==> config.mk <==
export PLATFORM = sky130hd
export DESIGN_NAME = unsigned_restoring_divider_unit_flat
export DESIGN_NICKNAME = d
export VERILOG_FILES = /design/src/urd_pkg.sv /design/src/urd_if.sv /design/src/urd_cell.sv /design/src/unsigned_restoring_divider_unit.sv /design/src/flat_wrapper.sv
export SDC_FILE = /design/constraint.sdc
export NUM_CORES = 1
export LEC_CHECK = 0
export BUFFER_PORTS_ARGS = -buffer_cell sky130_fd_sc_hd__buf_4
export CELL_PAD_IN_SITES_DETAIL_PLACEMENT = 0
export CELL_PAD_IN_SITES_GLOBAL_PLACEMENT = 2
export CORE_MARGIN = 2
export CORE_UTILIZATION = 43
export DETAILED_ROUTE_END_ITERATION = 10
export PLACE_DENSITY_LB_ADDON = 0.2
export SLEW_MARGIN = 10
export SYNTH_ARGS = -nofsm -noshare
export SYNTH_HDL_FRONTEND = slang
export SYNTH_HIERARCHICAL = 1
export SYNTH_SLANG_ARGS = --single-unit
==> constraint.sdc <==
create_clock -name clk -period 2.55 [get_ports clk]
set_input_delay 0.51 -clock clk [delete_from_list [all_inputs] [get_ports clk]]
set_output_delay 0.51 -clock clk [all_outputs]
set_load 0.01 [all_outputs]
==> src/urd_pkg.sv <==
// Package for the unsigned restoring divider: operand width and the
// record that travels down the row of divider cells. No dependencies.
package urd_pkg;

    localparam int WIDTH = 8;

    // Per-stage record: operands, partial remainder and quotient so far.
    typedef struct packed {
        logic [WIDTH-1:0] dividend;   // unconsumed dividend bits, MSB first
        logic [WIDTH-1:0] divisor;
        logic [WIDTH-1:0] part_rem;   // partial remainder
        logic [WIDTH-1:0] quot;       // quotient bits produced so far
        logic             div_zero;
    } urd_stage_t;

endpackage

==> src/urd_if.sv <==
// Valid/ready channel interfaces for the divider request and result.
// Depends on urd_pkg for the operand width.
interface urd_req_if;
    logic                     valid;
    logic                     ready;
    logic [urd_pkg::WIDTH-1:0] dividend;
    logic [urd_pkg::WIDTH-1:0] divisor;

    modport source (output valid, output dividend, output divisor, input ready);
    modport sink   (input valid, input dividend, input divisor, output ready);
endinterface

interface urd_rsp_if;
    logic                     valid;
    logic                     ready;
    logic [urd_pkg::WIDTH-1:0] quotient;
    logic [urd_pkg::WIDTH-1:0] remainder;
    logic                     divide_by_zero;

    modport source (output valid, output quotient, output remainder,
                    output divide_by_zero, input ready);
    modport sink   (input valid, input quotient, input remainder,
                    input divide_by_zero, output ready);
endinterface

==> src/urd_cell.sv <==
// One restoring-division step with its own stage register and handshake.
// Depends on urd_pkg for urd_stage_t and WIDTH.
module urd_cell (
    input  logic               clk,
    input  logic               rst_n,
    input  logic               up_valid,
    output logic               up_ready,
    input  urd_pkg::urd_stage_t up_data,
    output logic               dn_valid,
    input  logic               dn_ready,
    output urd_pkg::urd_stage_t dn_data
);
    import urd_pkg::*;

    logic             valid_reg;
    logic             valid_next;
    urd_stage_t       data_reg;
    urd_stage_t       data_next;
    logic [WIDTH-1:0] shifted;
    logic [WIDTH:0]   diff;
    logic             fits;

    assign up_ready = !valid_reg || dn_ready;

    always_comb
    begin
        // Shift next dividend bit in; bit WIDTH of the trial sits in the old MSB.
        shifted = {up_data.part_rem[WIDTH-2:0], up_data.dividend[WIDTH-1]};
        diff    = {up_data.part_rem[WIDTH-1], shifted} - {1'b0, up_data.divisor};
        fits    = !diff[WIDTH];

        data_next.dividend = {up_data.dividend[WIDTH-2:0], 1'b0};
        data_next.divisor  = up_data.divisor;
        data_next.part_rem = fits ? diff[WIDTH-1:0] : shifted;
        data_next.quot     = {up_data.quot[WIDTH-2:0], fits};
        data_next.div_zero = up_data.div_zero;

        valid_next = up_ready ? up_valid : valid_reg;
    end

    always_ff @(posedge clk or negedge rst_n)
    begin
        if (!rst_n)
        begin
            valid_reg <= 1'b0;
        end
        else
        begin
            valid_reg <= valid_next;
        end
    end

    // Load payload only when a request moves in.
    always_ff @(posedge clk)
    begin
        if (up_valid && up_ready)
        begin
            data_reg <= data_next;
        end
    end

    assign dn_valid = valid_reg;
    assign dn_data  = data_reg;

endmodule

==> src/unsigned_restoring_divider_unit.sv <==
// Unsigned restoring divider: a row of WIDTH urd_cell stages.
// Depends on urd_pkg, urd_if and urd_cell.
//
// Usage:
//   req carries dividend and divisor; a request is taken when valid and
//   ready are both high. rsp carries quotient, remainder and divide_by_zero
//   under the same valid/ready rule.
//   Each cell resolves one quotient bit, MSB first, in its own register.
//   One request per cycle is taken in steady state while rsp.ready stays
//   high; every cell holds one division in flight, so up to WIDTH
//   divisions overlap.
//   A zero divisor gives an all-ones quotient, the dividend as remainder and
//   divide_by_zero set.
//   When the receiver stalls, the last cell holds its result and the cells
//   behind it keep filling empty slots; req.ready drops only once every
//   cell holds a division.
//   Reset empties every cell; no result is pending afterwards and requests
//   can be taken as soon as reset is released.
module unsigned_restoring_divider_unit (
    input  logic       clk,
    input  logic       rst_n,
    urd_req_if.sink    req,
    urd_rsp_if.source  rsp
);
    import urd_pkg::*;

    logic       valid_chain [WIDTH+1];
    logic       ready_chain [WIDTH+1];
    urd_stage_t data_chain  [WIDTH+1];

    always_comb
    begin
        data_chain[0].dividend = req.dividend;
        data_chain[0].divisor  = req.divisor;
        data_chain[0].part_rem = '0;
        data_chain[0].quot     = '0;
        data_chain[0].div_zero = (req.divisor == '0);
    end

    assign valid_chain[0] = req.valid;
    assign req.ready      = ready_chain[0];

    for (genvar i = 0; i < WIDTH; i++)
    begin : g_cell
        urd_cell u_cell (
            .clk      (clk),
            .rst_n    (rst_n),
            .up_valid (valid_chain[i]),
            .up_ready (ready_chain[i]),
            .up_data  (data_chain[i]),
            .dn_valid (valid_chain[i+1]),
            .dn_ready (ready_chain[i+1]),
            .dn_data  (data_chain[i+1])
        );
    end

    assign rsp.valid          = valid_chain[WIDTH];
    assign ready_chain[WIDTH] = rsp.ready;
    assign rsp.quotient       = data_chain[WIDTH].quot;
    assign rsp.remainder      = data_chain[WIDTH].part_rem;
    assign rsp.divide_by_zero = data_chain[WIDTH].div_zero;

endmodule

==> src/flat_wrapper.sv <==
// flat-port wrapper written by rule: the top's interface ports become plain ports
module unsigned_restoring_divider_unit_flat import urd_pkg::*;
  (clk, rst_n, req_valid, req_dividend, req_divisor, req_ready, rsp_valid, rsp_quotient, rsp_remainder, rsp_divide_by_zero, rsp_ready);
  urd_req_if req_i ();
  urd_rsp_if rsp_i ();
  input  logic clk;
  input  logic rst_n;
  input wire logic [$bits(req_i.valid)-1:0] req_valid;
  input wire logic [$bits(req_i.dividend)-1:0] req_dividend;
  input wire logic [$bits(req_i.divisor)-1:0] req_divisor;
  output wire logic [$bits(req_i.ready)-1:0] req_ready;
  output wire logic [$bits(rsp_i.valid)-1:0] rsp_valid;
  output wire logic [$bits(rsp_i.quotient)-1:0] rsp_quotient;
  output wire logic [$bits(rsp_i.remainder)-1:0] rsp_remainder;
  output wire logic [$bits(rsp_i.divide_by_zero)-1:0] rsp_divide_by_zero;
  input wire logic [$bits(rsp_i.ready)-1:0] rsp_ready;
  assign req_i.valid = req_valid;
  assign req_i.dividend = req_dividend;
  assign req_i.divisor = req_divisor;
  assign req_ready = req_i.ready;
  assign rsp_valid = rsp_i.valid;
  assign rsp_quotient = rsp_i.quotient;
  assign rsp_remainder = rsp_i.remainder;
  assign rsp_divide_by_zero = rsp_i.divide_by_zero;
  assign rsp_i.ready = rsp_ready;
  unsigned_restoring_divider_unit u_core (.clk(clk), .rst_n(rst_n), .req(req_i), .rsp(rsp_i));
endmodule
==> out/qor.csv, run 1 <==
metric,value,unit
measured slew at the worst slew-check pin,1.04,ns
placed instance area,11200,um^2
Worst Setup Start Kind,register,
"Clk Latency, worst-skew pair",0.43,ns
"most used cell, CP",nand2b_4,
Worst R2R Path Depth,9,
Peak VDD IR,0.478,mV
setup violators final,0,
number of antenna violations at the first check in global routing,0,
TritonCTS clock tree,done,
f_max,402,MHz
DRC viols,0,
GRT busiest layer,met2,
Max Cap Viol,0,
endpoint type of the worst setup path,output port,
"Slew Viols, Final",0,
Antenna diodes,0,
first-pass GRT wire length,27.4,mm
Lkg Pwr,4.82,nW
total CTS buffers,17,
DP Worst Slack,-0.111,ns
largest stage delay on the critical path,0.36,ns
vias in the first global route,5796,
global routing usage on met2,0.270,
share of post-route cells with drive strength above 1,0.279,
GPL Wtd Cong,0.757,
Core Rows,56,
grt met3 use,0.0275,
path type of the worst setup path,reg2out,
total number of vias,5574,
IO Count,39,
Final Critical Period,2.49,ns
total track usage,0.134,
Die Area,25500,um^2
First-pass DRT Iterations,4,
total power,15.2,mW
Clock Sinks,200,
met1 Track Usage GR,0.132,
Core Footprint,23600,um^2
final instance area,12000,um^2
"commonest non-fill, non-tap cell in the layout",edfxtp_1,
initial drt markers,224,
worst-path cell chain,"nand2b_1, nand2b_4, nand2b_4, nand2b_4, nand2b_4, nand2b_4, nand2b_4, nand2b_4, buf_6",
Antenna Violating Nets Remaining,0,
DR WL/cell,14.2,um
H-tree Lvls,4,
Synth Area per Inst,14.4,um^2
crit path max-delay cell type,dfrtp_1,
Final WS setup,0.0629,ns
PwrDens,1270,nW/um^2
WP data arrival,1.98,ns
Ys Warns,6,
Via density,4.89,
"Hold Vio Cnt, Final",0,
clk buf depth,2,
run status,completed,
"Data required, critical path",2.04,ns
initial core utilization,0.442,
Hold WC Path Type,in2reg,
crit-path max FO,3,
die height,160,um
largest net degree at the start of global routing,26,
Clock transition at path regs,0.08,ns
Gate Count Post-Synth,724,
drt total wl,16.2,mm
ratio of final minimum period to clock period,0.975,
WHS Path Cells,1,
die width,160,um
Syn Std Cell Area,10400,um^2
grt ovf,0,
nets,899,
most frequent cells in the layout,"edfxtp_1, inv_1, ha_1",
Clock Skews,0.0146,ns
P&R area growth vs syn,15.0,%
IO Port Bufs,38,
Root Driver,clkbuf_16,
RSZ-0062 raised after global routing,true,
DP HPWL,12.7,mm
max_slew headroom,0.304,
==> routing by layer <==
| metal | vias up | wire length (um) |
|---|---|---|
| li1 | 2789 | - |
| met1 | 2700 | 5870 |
| met2 | 65 | 9570 |
| met3 | 20 | 427 |
| met4 | 0 | 339 |
| met5 | - | 0 |
==> power by group <==
group | switching (mW) | internal [mW]
clock network | 1.45 | 1.50
logic | 3.32 | 3.42
registers | 0.460 | 5.06
==> path summary, 6_finish.rpt <==
check / to / startpoint / slack [ns]
max: req_ready / u_core/g_cell[7].u_cell/dn_valid$_DFFE_PN0N_ / 0.06
min: u_core/g_cell[0].u_cell/dn_data[26]$_DFFE_PP_ / req_dividend[0] / 0.25
max reg2reg: u_core/g_cell[2].u_cell/dn_data[10]$_DFFE_PP_ / u_core/g_cell[1].u_cell/dn_data[32]$_DFFE_PP_ / 0.19
min reg2reg: u_core/g_cell[5].u_cell/dn_data[32]$_DFFE_PP_ / u_core/g_cell[4].u_cell/dn_data[31]$_DFFE_PP_ / 0.42
max in group asynchronous: u_core/g_cell[6].u_cell/dn_valid$_DFFE_PN0N_ / rst_n / 1.99
min in group asynchronous: u_core/g_cell[1].u_cell/dn_valid$_DFFE_PN0N_ / rst_n / 0.43
==> critical path, delay by kind of cell, from the launching register on <==
family | cells | cell delay [ns]
flip-flops | 1 | 0.36
buffers and inverters | 1 | 0.12
AND/OR/NAND/NOR | 8 | 1.07
==> flip-flops by register name (all words and copies together) (netlist names) <==
register	cells
u_core/g_cell.u_cell/dn_data	192
u_core/g_cell.u_cell/dn_valid	8
==> per-stage QoR <==
stage               hold WS [ns]  instances  setup TNS, ns  utilization
floorplan                  0.214        739              0            -
global placement           0.330       1104          -2.16        0.476
finish                     0.250       1139              0        0.508
detailed placement         0.334       1104          -2.77        0.476
CTS                        0.228       1137              0        0.507
global route               0.221       1139        -0.0355        0.508
==> area by class of cell <==
type	instances	area, um^2
Tap cell	319	399
Multi-Input combinational cell	451	4240
Fill cell	2002	11600
Clock buffer	17	425
Inverter	88	330
Clock inverter	15	244
Timing Repair Buffer	49	387
Sequential cell	200	5970
==> what timing repair did <==
item,CTS,global route
hold endpoints to repair,8,0
pin swaps,0,0
buffers inserted,0,2
gates cloned,0,0
gates resized for setup,6,2
setup endpoints to repair,1,1
hold buffers,1,0
(Power assumes the default switching activity.)
==> run 2, diff against run 1 <==
--- a/config.mk
+++ b/config.mk
@@ -11,6 +11,7 @@
 export CORE_MARGIN = 2
 export CORE_UTILIZATION = 43
 export DETAILED_ROUTE_END_ITERATION = 10
+export MAX_ROUTING_LAYER = met4
 export PLACE_DENSITY_LB_ADDON = 0.2
 export SLEW_MARGIN = 10
 export SYNTH_ARGS = -nofsm -noshare
==> run 2 against run 1 <==
Compared with the run above:
- global-route usage increased by 0.44 points
- sequential share of layout area unchanged
- power barely moved
- count of clock-buffer cells in the layout stayed put
==> out/qor.csv, run 2 (synthesis results as in run 1) <==
metric,value,unit,change
FILL cells,2002,,unchanged
final instance area,12000,um^2,unchanged
IO Port Bufs,38,,unchanged
"commonest non-fill, non-tap cell in the layout",edfxtp_1,,unchanged
share of post-route cells with drive strength above 1,0.279,,unchanged
number of antenna violations at the first check in global routing,0,,unchanged
FF/Latch Area,5970,um^2,unchanged
endpoint type of the worst setup path,output port,,unchanged
Worst Setup Start Kind,register,,unchanged
total number of vias,5574,,unchanged
WP data arrival,1.98,ns,about the same
setup violators final,0,,unchanged
initial drt markers,220,,was 224
grt ovf,0,,unchanged
measured slew at the worst slew-check pin,1.05,ns,was 1.04 ns
GPL Wtd Cong,0.766,,was 0.757
Die Area,25500,um^2,unchanged
Max Cap Viol,0,,unchanged
path type of the worst setup path,reg2out,,unchanged
f_max,402,MHz,about the same
DR WL/cell,14.2,um,about the same
ratio of final minimum period to clock period,0.975,,about the same
Clock Skews,0.0136,ns,was 0.0146 ns
clk buf depth,2,,unchanged
Final Critical Period,2.49,ns,about the same
DP HPWL,12.7,mm,unchanged
nets,899,,unchanged
die width,160,um,unchanged
Antenna Violating Nets Remaining,0,,unchanged
First-pass DRT Iterations,4,,unchanged
DRC viols,0,,unchanged
multi-input logic area,4240,um^2,unchanged
"Slew Viols, Final",0,,unchanged
Core Rows,56,,unchanged
"Hold Vio Cnt, Final",0,,unchanged
Root Driver,clkbuf_16,,unchanged
"Clk Latency, worst-skew pair",0.43,ns,about the same
PwrDens,1270,nW/um^2,about the same
H-tree Lvls,4,,unchanged
total CTS buffers,17,,unchanged
max_slew headroom,0.303,,was 0.304
crit-path max FO,3,,unchanged
Hold WC Path Type,in2reg,,unchanged
Lkg Pwr,4.82,nW,unchanged
largest net degree at the start of global routing,26,,unchanged
TritonCTS clock tree,done,,unchanged
placed instance area,11200,um^2,unchanged
drt total wl,16.2,mm,about the same
Core Footprint,23600,um^2,unchanged
run status,completed,,unchanged
hold_ws,0.250,ns,about the same
IO Count,39,,unchanged
Clock transition at path regs,0.09,ns,was 0.08 ns
die height,160,um,unchanged
total power,15.2,mW,about the same
most frequent cells in the layout,"edfxtp_1, inv_1, ha_1",,unchanged
Antenna diodes,0,,unchanged
Clock Sinks,200,,unchanged
Via density,4.89,,unchanged
max reg flops,192,,unchanged
TNS Setup,0,ns,unchanged
total track usage,0.138,,was 0.134
initial core utilization,0.442,,unchanged
first-pass GRT wire length,27.4,mm,about the same
Peak VDD IR,0.478,mV,about the same
"Data required, critical path",2.04,ns,about the same
post-layout util,0.508,,unchanged
RSZ-0062 raised after global routing,true,,unchanged
vias in the first global route,5788,,"was 5,796"
P&R area growth vs syn,15.0,%,unchanged
==> run 2: cell counts in the layout (fill, tap and decap cells not counted) <==
Identical to the previous run, type by type.
==> run 2: metrics by stage <==
step / setup WS (ns) / cells
global route: -0.0364 / 1139
finish: 0.0643 / 1139
detailed placement: -0.111 / 1104
floorplan: 0.105 / 739
global placement: -0.0866 / 1104
CTS: 0.00951 / 1137
==> run 2: path summary, 6_finish.rpt <==
check / cells past startpoint / slack, ns / startpoint / to
min reg2reg: 0 / 0.42 / u_core/g_cell[4].u_cell/dn_data[31]$_DFFE_PP_ / u_core/g_cell[5].u_cell/dn_data[32]$_DFFE_PP_
max: 9 / 0.06 / u_core/g_cell[7].u_cell/dn_valid$_DFFE_PN0N_ / req_ready
min in group asynchronous: 2 / 0.43 / rst_n / u_core/g_cell[1].u_cell/dn_valid$_DFFE_PN0N_
max in group asynchronous: 2 / 1.99 / rst_n / u_core/g_cell[6].u_cell/dn_valid$_DFFE_PN0N_
min: 1 / 0.25 / req_dividend[0] / u_core/g_cell[0].u_cell/dn_data[26]$_DFFE_PP_
max reg2reg: 9 / 0.19 / u_core/g_cell[1].u_cell/dn_data[32]$_DFFE_PP_ / u_core/g_cell[2].u_cell/dn_data[10]$_DFFE_PP_
==> run 2: worst max-delay path: stages, from the launching register on <==
cell and delay (ns):
dfrtp_1 0.36, nand2b_1 0.08, nand2b_4 0.15, nand2b_4 0.14
nand2b_4 0.14, nand2b_4 0.14, nand2b_4 0.14, nand2b_4 0.14
nand2b_4 0.14, buf_6 0.12
==> run 2: timing repair <==
action	CTS	global route
gates resized for setup	6	2
endpoints found under the setup margin	1	1
hold endpoints to repair	8	0
hold buffers	1	0
cloned	0	0
pin swaps	0	0
buffers inserted	0	2
==> run 2: per-layer routing <==
| layer | track usage | part of all wire |
|---|---|---|
| met5 | - | 0 |
| met4 | 0.0500 | 0.020 |
| met3 | 0.0288 | 0.025 |
| met2 | 0.271 | 0.59 |
| met1 | 0.132 | 0.36 |
==> run 2: layout make-up <==
type                       instances  area share
clock buffer                      17      0.0355
clock inverter                    15      0.0203
inverter                          88      0.0275
multi-input combinational        451       0.354
sequential                       200       0.497
tap                              319      0.0333
timing repair buffer              49      0.0322
==> run 2: report_power, final <==
group	leakage [nW]	internal (mW)	switching (mW)
registers	1.96	5.06	0.460
logic	2.54	3.42	3.31
clock network	0.322	1.50	1.45
==> run 3, diff against run 2 <==
--- a/config.mk
+++ b/config.mk
@@ -8,7 +8,7 @@
 export BUFFER_PORTS_ARGS = -buffer_cell sky130_fd_sc_hd__buf_4
 export CELL_PAD_IN_SITES_DETAIL_PLACEMENT = 0
 export CELL_PAD_IN_SITES_GLOBAL_PLACEMENT = 2
-export CORE_MARGIN = 2
+export CORE_MARGIN = 3
 export CORE_UTILIZATION = 43
 export DETAILED_ROUTE_END_ITERATION = 10
 export MAX_ROUTING_LAYER = met4
==> run 3 against run 2 <==
Compared with the run above:
- via count about the same
- utilization decreased by 0.29 points
- cell count about the same
- die area rose by 2.5%
- clock power is 6.8% lower
- critical path depth unchanged
- routed wire length is 0.98% lower
- largest power group unchanged
- sequential power about the same
- fmax rose by 0.96%
- global-route usage decreased by 0.67 points
- critical endpoint unchanged
- sequential share of layout area up 0.14 points
- non-clock buffer count grew 1
==> out/qor.csv, run 3 (synthesis results as in run 1) <==
metric,value,unit,change
run status,completed,,unchanged
Worst Setup Start Kind,register,,unchanged
setup violators final,0,,unchanged
clk buf depth,2,,unchanged
Final Critical Period,2.46,ns,was 2.49 ns
placed cells,1103,,"was 1,104"
DRC viols,0,,unchanged
H-tree Lvls,4,,unchanged
Worst R2R Path Depth,9,,unchanged
PwrDens,1250,nW/um^2,was 1270 nW/um^2
post-layout util,0.505,,was 0.508
P&R area growth vs syn,14.7,%,was 15.0%
Die Area,26200,um^2,"was 25,500 um^2"
"commonest non-fill, non-tap cell in the layout",edfxtp_1,,unchanged
"Data required, critical path",2.04,ns,about the same
GPL Wtd Cong,0.797,,was 0.766
Core Footprint,23700,um^2,"was 23,600 um^2"
First-pass DRT Iterations,4,,unchanged
DR top layer,met4,,unchanged
Clock Skews,0.0121,ns,was 0.0136 ns
IO Port Bufs,38,,unchanged
total number of vias,5579,,"was 5,574"
path type of the worst setup path,reg2out,,unchanged
wl on met1,5.96,mm,was 5.86 mm
Layout Cells excl Fill,1140,,"was 1,139"
IO Count,39,,unchanged
DR WL/cell,14.1,um,was 14.2 um
"Clk Latency, worst-skew pair",0.43,ns,about the same
share of post-route cells with drive strength above 1,0.280,,was 0.279
f_max,406,MHz,was 402 MHz
Hold WC Path Type,in2reg,,unchanged
grt ovf,0,,unchanged
Via density,4.89,,about the same
total power,15.0,mW,was 15.2 mW
met2 WL post-DR,9.25,mm,was 9.61 mm
worst hold start,req_dividend[6],,was req_dividend[0]
hold_ws,0.253,ns,was 0.250 ns
"Slew Viols, Final",0,,unchanged
worst r2r src,u_core/g_cell[0].u_cell/dn_data[32]$_DFFE_PP_,,was u_core/g_cell[1].u_cell/dn_data[32]$_DFFE_PP_
max_slew headroom,0.306,,was 0.303
first-pass GRT wire length,26.7,mm,was 27.4 mm
ratio of final minimum period to clock period,0.966,,was 0.975
largest net degree at the start of global routing,26,,unchanged
DP HPWL,12.6,mm,was 12.7 mm
TNS Setup,0,ns,unchanged
initial drt markers,215,,was 220
WHS Path Cells,1,,unchanged
crit-path max FO,3,,unchanged
TritonCTS clock tree,done,,unchanged
measured slew at the worst slew-check pin,1.04,ns,was 1.05 ns
max reg flops,192,,unchanged
die width,162,um,was 160 um
Antenna diodes,0,,unchanged
die height,162,um,was 160 um
initial core utilization,0.440,,was 0.442
Clock transition at path regs,0.08,ns,was 0.09 ns
Lkg Pwr,4.81,nW,was 4.82 nW
FF-to-FF End,u_core/g_cell[1].u_cell/dn_data[14]$_DFFE_PP_,,was u_core/g_cell[2].u_cell/dn_data[10]$_DFFE_PP_
Hold Path End,u_core/g_cell[0].u_cell/dn_data[32]$_DFFE_PP_,,was u_core/g_cell[0].u_cell/dn_data[26]$_DFFE_PP_
nets,900,,was 899
Antenna Violating Nets Remaining,0,,unchanged
total track usage,0.132,,was 0.138
FF-to-FF setup slack,0.19,ns,about the same
Core Rows,56,,unchanged
Root Driver,clkbuf_16,,unchanged
number of antenna violations at the first check in global routing,0,,unchanged
Clock Sinks,200,,unchanged
"Hold Vio Cnt, Final",0,,unchanged
drt total wl,16.0,mm,was 16.2 mm
Max Cap Viol,0,,unchanged
most frequent cells in the layout,"edfxtp_1, inv_1, ha_1",,unchanged
Peak VDD IR,0.466,mV,was 0.478 mV
met3 WL post-DR,427,um,was 404 um
WP data arrival,1.95,ns,was 1.98 ns
vias in the first global route,5866,,"was 5,788"
total CTS buffers,17,,unchanged
endpoint type of the worst setup path,output port,,unchanged
FILL cells,2087,,"was 2,002"
[run 3: cell types whose count changed in the layout (fill, tap and decap cells not counted), sizes merged]
cell / delta
inv: -5
buf: +1
clkinv: +4
clkinvlp: +1
[run 3: final cells by class]
class / instances / area [um^2] / share of cell area
clock buffers: 17 / 425 / 0.0356
clock inverters: 15 / 203 / 0.0169
inverters: 88 / 330 / 0.0276
multi-input cells: 451 / 4240 / 0.355
flip-flops and latches: 200 / 5970 / 0.499
well taps: 319 / 399 / 0.0334
repair buffers: 50 / 394 / 0.0330
[run 3: per-layer routing]
metal  global-route usage  vias to the layer above
met5                    -                        -
met3               0.0283                       29
met2                0.260                       77
li1                     -                     2794
met4               0.0547                        0
met1                0.121                     2679
[run 3: worst max-delay path by stage]
stage                     slack, ns  cells after the start                                            end                                    startpoint
after floorplan                0.10                      9   u_core/g_cell[0].u_cell/dn_data[0]$_DFFE_PP_                                     rsp_ready
after global placement        -0.10                     10  u_core/g_cell[0].u_cell/dn_data[16]$_DFFE_PP_                                     rsp_ready
after detailed placement      -0.13                     10  u_core/g_cell[0].u_cell/dn_data[23]$_DFFE_PP_                                     rsp_ready
after CTS                     0.006                      9                                      req_ready  u_core/g_cell[7].u_cell/dn_valid$_DFFE_PN0N_
after global routing         -0.001                      9                                      req_ready  u_core/g_cell[7].u_cell/dn_valid$_DFFE_PN0N_
final                          0.09                      9                                      req_ready  u_core/g_cell[7].u_cell/dn_valid$_DFFE_PN0N_
[run 3: worst max-delay path, stage by stage, from the launching register on]
cell and delay (ns):
dfrtp_1 0.35, nand2b_1 0.07, nand2b_4 0.14, nand2b_4 0.14
nand2b_4 0.14, nand2b_4 0.14, nand2b_4 0.14, nand2b_4 0.14
nand2b_4 0.14, buf_6 0.12
[run 3: where the power goes]
part | switching, mW | internal [mW]
clock | 1.33 | 1.43
combinational | 3.30 | 3.42
sequential | 0.459 | 5.07
[run 3: stage by stage]
stage	worst slack [ns]	cell area, um^2
CTS	0.00638	11900
detailed placement	-0.130	11200
global placement	-0.101	11200
global route	-0.00121	12000
finish	0.0878	12000
floorplan	0.105	10500
[run 3: what timing repair did]
item,in CTS,in global routing
hold endpoints to repair,8,0
hold buffers,1,0
endpoints found under the setup margin,1,1
resized for setup,6,2
setup buffers,1,3
